**config.mk**
```make
export PLATFORM = sky130hd
export DESIGN_NAME = hrm_dist
export DESIGN_NICKNAME = d
export VERILOG_FILES = /design/src/hrm_pkg.sv /design/src/hrm_dist.sv
export SDC_FILE = /design/constraint.sdc
export NUM_CORES = 1
export LEC_CHECK = 0
export BUFFER_PORTS_ARGS = -buffer_cell sky130_fd_sc_hd__buf_2
export CAP_MARGIN = 40
export CORE_MARGIN = 5
export CORE_UTILIZATION = 60
export DETAILED_ROUTE_END_ITERATION = 10
export GPL_TIMING_DRIVEN = 0
export HOLD_SLACK_MARGIN = 0.03
export PLACE_DENSITY_LB_ADDON = 0.12
export SLEW_MARGIN = 20
export SYNTH_ARGS = -nofsm -noshare
export SYNTH_HDL_FRONTEND = slang
export SYNTH_SLANG_ARGS = --single-unit
```
**constraint.sdc**
```tcl
create_clock -name clk -period 6.7 [get_ports clk]
set_clock_uncertainty 0.2 [all_clocks]
set_input_delay 0.67 -clock clk [delete_from_list [all_inputs] [get_ports clk]]
set_output_delay 0.67 -clock clk [all_outputs]
set_load 0.02 [all_outputs]
```
**src/hrm_pkg.sv**
```systemverilog
`timescale 1ns / 1ps
`default_nettype none

package hrm_pkg;

	localparam int MAX_REFS_DEF  = 1024;
	localparam int DESC_BITS_DEF = 256;

	localparam int DIST_W      = 9;
	localparam int REF_IDX_W   = 10;
	localparam int QIDX_W      = 16;
	localparam int RATIO_W     = 9;
	localparam int CFG_IDX_W   = 2;
	localparam int CFG_DATA_W  = 9;

	localparam logic [DIST_W-1:0]  NO_DIST       = DIST_W'(257);
	localparam logic [RATIO_W-1:0] RATIO_RESET   = RATIO_W'(192);
	localparam logic [DIST_W-1:0]  MAX_DIST_RESET = DIST_W'(80);

	localparam logic [CFG_IDX_W-1:0] CFG_RATIO    = CFG_IDX_W'(0);
	localparam logic [CFG_IDX_W-1:0] CFG_MAX_DIST = CFG_IDX_W'(1);

	typedef enum logic [1:0] {
		OP_CLEAR = 2'd0,
		OP_LOAD  = 2'd1,
		OP_QUERY = 2'd2
	} opcode_t;

	typedef enum logic [2:0] {
		ST_LOADED  = 3'd0,
		ST_DROPPED = 3'd1,
		ST_CLEARED = 3'd2,
		ST_MATCH   = 3'd3,
		ST_NOMATCH = 3'd4
	} status_t;

	typedef struct packed {
		logic [1:0]  opcode;
		logic [63:0] desc_word0;
		logic [63:0] desc_word1;
		logic [63:0] desc_word2;
		logic [63:0] desc_word3;
	} item_t;

	typedef struct packed {
		logic [2:0]           status;
		logic [QIDX_W-1:0]    query_index;
		logic [REF_IDX_W-1:0] ref_index;
		logic [DIST_W-1:0]    best_distance;
		logic [DIST_W-1:0]    second_distance;
	} result_t;

	function automatic logic [6:0] popcount64(input logic [63:0] x);
		logic [63:0] a;
		logic [63:0] b;
		logic [63:0] c;
		logic [63:0] d;
		logic [63:0] e;
		logic [63:0] f;
		a = x - ((x >> 1) & 64'h5555_5555_5555_5555);
		b = (a & 64'h3333_3333_3333_3333) + ((a >> 2) & 64'h3333_3333_3333_3333);
		c = (b + (b >> 4)) & 64'h0F0F_0F0F_0F0F_0F0F;
		d = c + (c >> 8);
		e = d + (d >> 16);
		f = e + (e >> 32);
		return f[6:0];
	endfunction

endpackage

`default_nettype wire

```
**src/hrm_dist.sv**
```systemverilog
`timescale 1ns / 1ps
`default_nettype none

module hrm_dist
	import hrm_pkg::*;
#(
	parameter int MAX_REFS  = MAX_REFS_DEF,
	parameter int DESC_BITS = DESC_BITS_DEF,
	localparam int IDX_W    = $clog2(MAX_REFS),
	localparam int WORDS    = (DESC_BITS + 63) / 64
) (
	input  wire logic                 clk,
	input  wire logic                 arst_n,
	input  wire logic                 in_valid,
	input  wire logic [IDX_W-1:0]     in_idx,
	input  wire logic [DESC_BITS-1:0] query,
	input  wire logic [DESC_BITS-1:0] row,
	output logic                      out_valid,
	output logic      [IDX_W-1:0]     out_idx,
	output logic      [DIST_W-1:0]    ham_dist
);

	logic [WORDS*64-1:0] diff;
	logic [6:0]          part_s2 [WORDS];
	logic                valid_s2;
	logic [IDX_W-1:0]    idx_s2;

	assign diff = (WORDS*64)'(query ^ row);

	for (genvar w = 0; w < WORDS; w++) begin : g_word
		always_ff @(posedge clk) begin
			part_s2[w] <= popcount64(diff[w*64 +: 64]);
		end
	end

	always_ff @(posedge clk or negedge arst_n) begin
		if (!arst_n) begin
			valid_s2 <= 1'b0;
		end else begin
			valid_s2 <= in_valid;
		end
	end

	always_ff @(posedge clk) begin
		idx_s2 <= in_idx;
	end

	always_comb begin
		ham_dist = '0;
		for (int w = 0; w < WORDS; w++) begin
			ham_dist = ham_dist + DIST_W'(part_s2[w]);
		end
	end

	assign out_valid = valid_s2;
	assign out_idx   = idx_s2;

endmodule

`default_nettype wire

```
Yosys cells after proc, flatten, opt, wreduce, memory -nomap -nowiden
Memories as Yosys holds them, arrays and structs flattened. Cells that the tools add are included.

Output and inout bits: 20. Register bits: 11. Memories: 1. Memory bits (writable): 28. Input bits: 525.

Memory list: part_s2 (words 4, bits a word 7, rd ports 4, clocked after memory_dff 0, wr ports 4, line hrm_dist.sv:24) `logic [6:0] part_s2 [WORDS];`.

$add $sub $neg: 27. Bitwise logic cells: 1.

Operators with widths (number): 64-bit by 63-bit subtractor with 64-bit output (4); 256-bit bitwise XOR (1); 62-bit by 62-bit adder with 63-bit output (4); 60-bit by 59-bit adder with 60-bit output (4); 52-bit by 52-bit adder with 53-bit output (4); 39-bit by 37-bit adder with 39-bit output (4); 7-bit adder (4); 9-bit by 7-bit adder with 9-bit output (2); 7-bit by 7-bit adder with 8-bit output (1).

Logic depth before layout (Yosys ltp)
Gate-level depths: netlist of run 1.

Depth in word-level cells: 7. Gate-level depth with buffers: 29.

Worst setup path after synthesis of run 1
Ideal clock, no wire load.

Path type: in2reg. Start: in row[5]. End: mem part_s2[0][5]. Buffers on the path: 0. Cell stages on the path: 28. Arrival time: 6.983 ns. Path slack: -0.555 ns. Setup time: 0.072 ns. Cell sequence: xor2_1 inv_1 ha_1 nand2b_1 a2111oi_2 o211ai_1 a41oi_2 o211ai_1 a221oi_2 o221ai_2 a31oi_1 o2111ai_1 xor2_1 ha_1 inv_1 fa_1 fa_1 inv_1 fa_1 inv_1 fa_1 inv_1 ha_1 a21o_1 a21oi_1 o21bai_1 a21oi_1 xnor2_1.

RTL lines: start, declared (line hrm_dist.sv:17) `input wire logic [DESC_BITS-1:0] row,`; end, declared (line hrm_dist.sv:24).

==> results of run 1 <==
==> what timing repair did <==
item | 4_1_cts | 5_1_grt
pin swaps | 165 | 150
gates resized for setup | 264 | 185
hold endpoints to repair | 1 | 0
setup endpoints to repair | 24 | 23
setup buffers | 67 | 71
hold buffers | 1 | 0
gates cloned | 0 | 0
==> metal layers <==
metal	vias up	GRT usage (%)
li1	13200	-
met1	12500	33.0
met2	912	51.9
met3	155	2.88
met4	0	5.55
met5	-	0
==> cell type report <==
class                           count  area (sq um)  area share [%]
Timing Repair Buffer              681          3930            11.2
Buffer                              5          23.8          0.0676
Clock inverter                      2          35.0          0.0996
Sequential cell                    39           786            2.23
Tap cell                          600           751            2.13
Multi-Input combinational cell   2872         27600            78.4
Clock buffer                        6           139           0.395
Antenna cell                        2          5.00          0.0142
Inverter                          506          1910            5.43
==> state kept, by name, summed over array words and instances (netlist names) <==
register   count
out_idx       10
out_valid      1
part_s2       28
==> path summary, 6_finish.rpt <==
kind                       slack [ns]  cells past startpoint                    end
max in group asynchronous        5.73                      2    out_valid$_DFF_PN0_
hold / removal                   0.26                      1     out_idx[4]$_DFF_P_
min in group asynchronous        0.48                      2    out_valid$_DFF_PN0_
setup / recovery                -0.32                     28  part_s2[0][5]$_DFF_P_
==> through the flow <==
| step | util (%) | area, sq um | setup slack, ns | instances | TNS [ns] |
|---|---|---|---|---|---|
| floorplan | - | 27900 | -0.0864 | 3423 | -0.123 |
| global placement | 69.3 | 31400 | -1.31 | 4567 | -20.90 |
| detailed placement | 69.3 | 31400 | -1.38 | 4567 | -21.98 |
| CTS | 74.3 | 33600 | -0.380 | 4643 | -1.90 |
| global route | 77.7 | 35200 | -0.559 | 4712 | -6.55 |
| finish | 77.7 | 35200 | -0.323 | 4713 | -2.26 |
==> logic make-up (layout without fill, tap and decap cells) <==
family	count (synthesis)	after routing	share of synthesized area, %
multiplexers	7	7	0.260
XOR/XNOR	587	587	18.9
adder cells (fa/ha/maj)	741	741	37.4
AO/OA/AOI/OAI	854	854	21.2
flip-flops	39	39	2.86
buffers and inverters	512	1200	7.01
other	0	2	0
AND/OR/NAND/NOR	683	683	12.3
==> synth_stat cells (44+ instances only) <==
| cell | n | area (sq um) |
|---|---|---|
| nand4_1 | 44 | 275 |
| a21o_1 | 156 | 1170 |
| nor2_1 | 122 | 458 |
| fa_1 | 133 | 2660 |
| o21ai_0 | 151 | 756 |
| nor3_1 | 46 | 230 |
| inv_1 | 502 | 1880 |
| ha_1 | 608 | 7610 |
| nand3_1 | 59 | 295 |
| xor2_1 | 266 | 2330 |
| a21oi_1 | 196 | 981 |
| nand2_1 | 220 | 826 |
| xnor2_1 | 315 | 2760 |
==> flow_summary.yaml, run 1 <==
run_status:
  status: "finished, violations left"
  violations: "negative setup slack"
timing:
  setup_violations: 12
  max_slew_margin_pct: 51.2
  min_period_ns: 7.02
  rsz0062_at_grt: "true"
  hold_viol: 0
  final_max_slew_viol_count: 0
  whs_ns: 0.262
  tightest_slew_ns: 0.727
  timing.fmax_mhz: 142
  layout_setup_ws_ns: -0.323
  finalCritPeriodShare_pct: 105
synth:
  ys.flop_type: "dfxtp_1"
  synth_edf_count: 0
  async_reset_ff_share_pct: 2.56
  synth_warnings: 0
  syn_nets: 4689
  ys_ff_latch: 39
  syn-cell-area_sq_um: 27400
  synth_seq_area_share_pct: 2.86
  netlist_instances: 3423
  synthesis.area_per_instance_sq_um: 8.02
  synthDistinctLibCells: 92
routing:
  drc: 0
  routed_wl_um: 76200
  wl_met2_um: 39400
  vias: 26700
  wl_met1_um: 31100
  dr_wl_met3_um: 3790
  drt_first_pass_iters: 6
  drt-initial-drc-count: 1352
  wire_per_inst_um: 16.2
  vias_per_cell: 5.67
  top_layer_used: "met4"
  ant_nets: 0
place:
  gp_routability_congestion: 0.940
  dpl.hpwl_um: 60100
  port_buffers: 544
critical_path:
  worstPathRequired_ns: 6.73
  criticalPathCategory: "in2reg"
  worstPathMaxFanout: 8
  startpoint: "query[15]"
  path_buf_inv: 7
  crit_arrival_ns: 7.05
  cp_top_family: "adder cells"
  critPathSlowestCell: "fa_2"
  start_kind: "input pin"
  max_stage_delay_ns: 0.56
  critPathMostFrequentCell: "inv_2"
  end_kind: "flip-flop"
grt:
  grt_pass1_vias: 26500
  grt_max_degree: 13
  grt_pass1_wl_um: 119000
  gr-total-overflow: 0
  antenna_found_initial: 1
  grt_usage_pct: 27.2
floorplan:
  io-pin-count: 545
  dieArea_sq_um: 50100
  row_count: 78
  fp.dieW_um: 224
  core-area_sq_um: 45300
  fp.dieH_um: 224
  start_util_pct: 60.6
cells_and_area:
  nFillCells: 3231
  finalNetCount: 5376
  area_growth_pct: 28.1
  drive_gt1_share_pct: 26.5
  layout_commonest_cell: "ha_1"
  final_cell_mix: "549 x ha_1, 526 x buf_2, 458 x inv_1, 284 x xnor2_1, 217 x nand2_1"
cts:
  htree_levels: 2
  clk_pin_slew_ns: 0.07
  cts.path.max_buffers: 2
  root_buffer: "clkbuf_16"
  clock_sinks: 39
  cts_tree: "done"
  numCtsBuffers: 5
hold_path:
  hp-class: "in2reg"
  min-delay-start: "in_idx[4]"
job:
  drv_cap: 0
Power of run 1 is not shown: default switching activity piles up to over one toggle a cycle in this logic, so the estimate is an artifact.
==> run 2, diff against run 1 <==
==> constraint.sdc (replaced) <==
create_clock -name clk -period 6.7 [get_ports clk]
set_clock_uncertainty 0.2 [all_clocks]
set_input_delay 1.34 -clock clk [delete_from_list [all_inputs] [get_ports clk]]
set_output_delay 1.34 -clock clk [all_outputs]
set_load 0.02 [all_outputs]
==> run 2 against run 1 <==
The run still ends with negative setup slack left. Global-route usage down 0.55 points. Sequential share of layout area is essentially flat. Critical path depth stayed put. Setup slack lost 0.70 ns. Clock-buffer cell count decreased by 1. Highest routed layer is now met5. Sequential cell count stayed put. Wire length down 2.6%. First-iteration DRC count shrank 5.3%.
==> flow_summary.yaml, run 2 (synthesis results as in run 1) <==
cells_and_area:
  drive_gt1_share_pct: 26.8
  final_cell_mix: "551 x ha_1, 525 x buf_2, 450 x inv_1, 273 x xnor2_1, 217 x nand2_1"
  n_antenna_cell: 0
  area_growth_pct: 28.2
  nFillCells: 3295
  regMostFlops: "part_s2"
  layout_commonest_cell: "ha_1"
  finalNetCount: 5355
  utilization_pct: 77.7
  largest_register_ffs: 28
floorplan:
  io-pin-count: 545
  fp.dieW_um: 224
  row_count: 78
  core-area_sq_um: 45300
  dieArea_sq_um: 50100
  fp.dieH_um: 224
  start_util_pct: 60.6
cts:
  numCtsBuffers: 5
  clock_sinks: 39
  clk_pin_slew_ns: 0.07
  htree_levels: 2
  cts_tree: "done"
  root_buffer: "clkbuf_16"
  cts.path.max_buffers: 2
  cts_hold_buf: 0
place:
  dpl.hpwl_um: 60400
  pre_cts_ws_ns: -1.80
  gp_routability_congestion: 0.937
  port_buffers: 544
grt:
  grt_max_degree: 15
  gr-total-overflow: 0
  grt_usage_pct: 26.7
  grt_pass1_vias: 26300
  antenna_found_initial: 1
  grt_pass1_wl_um: 116000
routing:
  vias_per_cell: 5.65
  wire_per_inst_um: 15.8
  routed_wl_um: 74200
  drc: 0
  drt-initial-drc-count: 1281
  ant_nets: 0
  vias: 26500
  drt_first_pass_iters: 7
timing:
  timing.fmax_mhz: 129
  rsz0062_at_grt: "true"
  final_max_slew_viol_count: 0
  tightest_slew_ns: 0.866
  min_period_ns: 7.72
  max_slew_margin_pct: 41.9
  hold_viol: 0
  finalCritPeriodShare_pct: 115
  layout_setup_ws_ns: -1.02
  setup_violations: 24
critical_path:
  worstPathRequired_ns: 6.68
  criticalPathCategory: "in2reg"
  worstPathMaxFanout: 4
  crit_arrival_ns: 7.71
  critPathSlowestCell: "fa_1"
  max_stage_delay_ns: 0.57
  end_kind: "flip-flop"
  start_kind: "input pin"
  critPathMostFrequentCell: "a21o_1"
job:
  drv_cap: 0
hold_path:
  hp-class: "in2async"
run_status:
  status: "finished, violations left"
  violations: "negative setup slack"
run 2: cell count changes in the layout (fill, tap and decap cells not counted), moves of 6 or more:
cell | before | now
inv_1 | 458 | 450
buf_4 | 124 | 102
inv_2 | 42 | 50
xnor2_1 | 284 | 273
ha_4 | 36 | 30
xnor2_2 | 20 | 30
run 2: how the worst max path moves through the flow:
| stage | from | endpoint | slack [ns] | cells past startpoint |
|---|---|---|---|---|
| after floorplan | row[133] | part_s2[2][5]$_DFF_P_ | -0.75 | 28 |
| after global placement | query[135] | part_s2[2][5]$_DFF_P_ | -1.78 | 28 |
| after detailed placement | row[143] | part_s2[2][5]$_DFF_P_ | -1.80 | 28 |
| after CTS | query[131] | part_s2[2][6]$_DFF_P_ | -0.89 | 28 |
| after global routing | row[149] | part_s2[2][6]$_DFF_P_ | -1.27 | 28 |
| final | row[131] | part_s2[2][6]$_DFF_P_ | -1.02 | 28 |
run 2: metrics by stage:
step	instances	area (sq um)	TNS, ns	hold WS, ns
finish	4690	35200	-19.01	0.598
global route	4690	35200	-23.76	0.591
CTS	4639	33700	-17.12	0.590
detailed placement	4567	31700	-34.69	0.918
global placement	4567	31700	-33.61	0.916
floorplan	3423	28200	-8.48	0.844
run 2: critical path: cells and delay by family:
family | cells | cell delay (ns)
and+or+nand+nor | 5 | 1.30
AOI/OAI and AO/OA | 8 | 1.59
xor gates and xnor gates | 3 | 0.51
buffers and inverters | 5 | 0.42
adders and majority gates | 7 | 2.51
run 2: layout make-up:
class | count | area (sq um) | share of cell area (%)
Clock inverter | 3 | 47.5 | 0.135
Sequential cell | 39 | 786 | 2.23
Buffer | 4 | 26.3 | 0.0747
Tap cell | 600 | 751 | 2.13
Clock buffer | 5 | 125 | 0.356
Inverter | 506 | 1920 | 5.45
Timing Repair Buffer | 661 | 3800 | 10.8
Multi-Input combinational cell | 2872 | 27700 | 78.8
run 2: routing by layer:
metal / share of wire (%) / GRT usage, % / vias to the layer above
met5: 0.0094 / 0 / -
met4: 2.8 / 6.30 / 2
met3: 4.7 / 2.27 / 157
met2: 52 / 50.2 / 819
met1: 41 / 32.9 / 12400
li1: - / - / 13100
run 2: timing repair:
action | 4_1_cts | 5_1_grt
gates resized for setup | 227 | 191
setup buffers | 66 | 57
pin swaps | 143 | 148
endpoints found under the setup margin | 24 | 24
Power of run 2 is left out for the same reason.
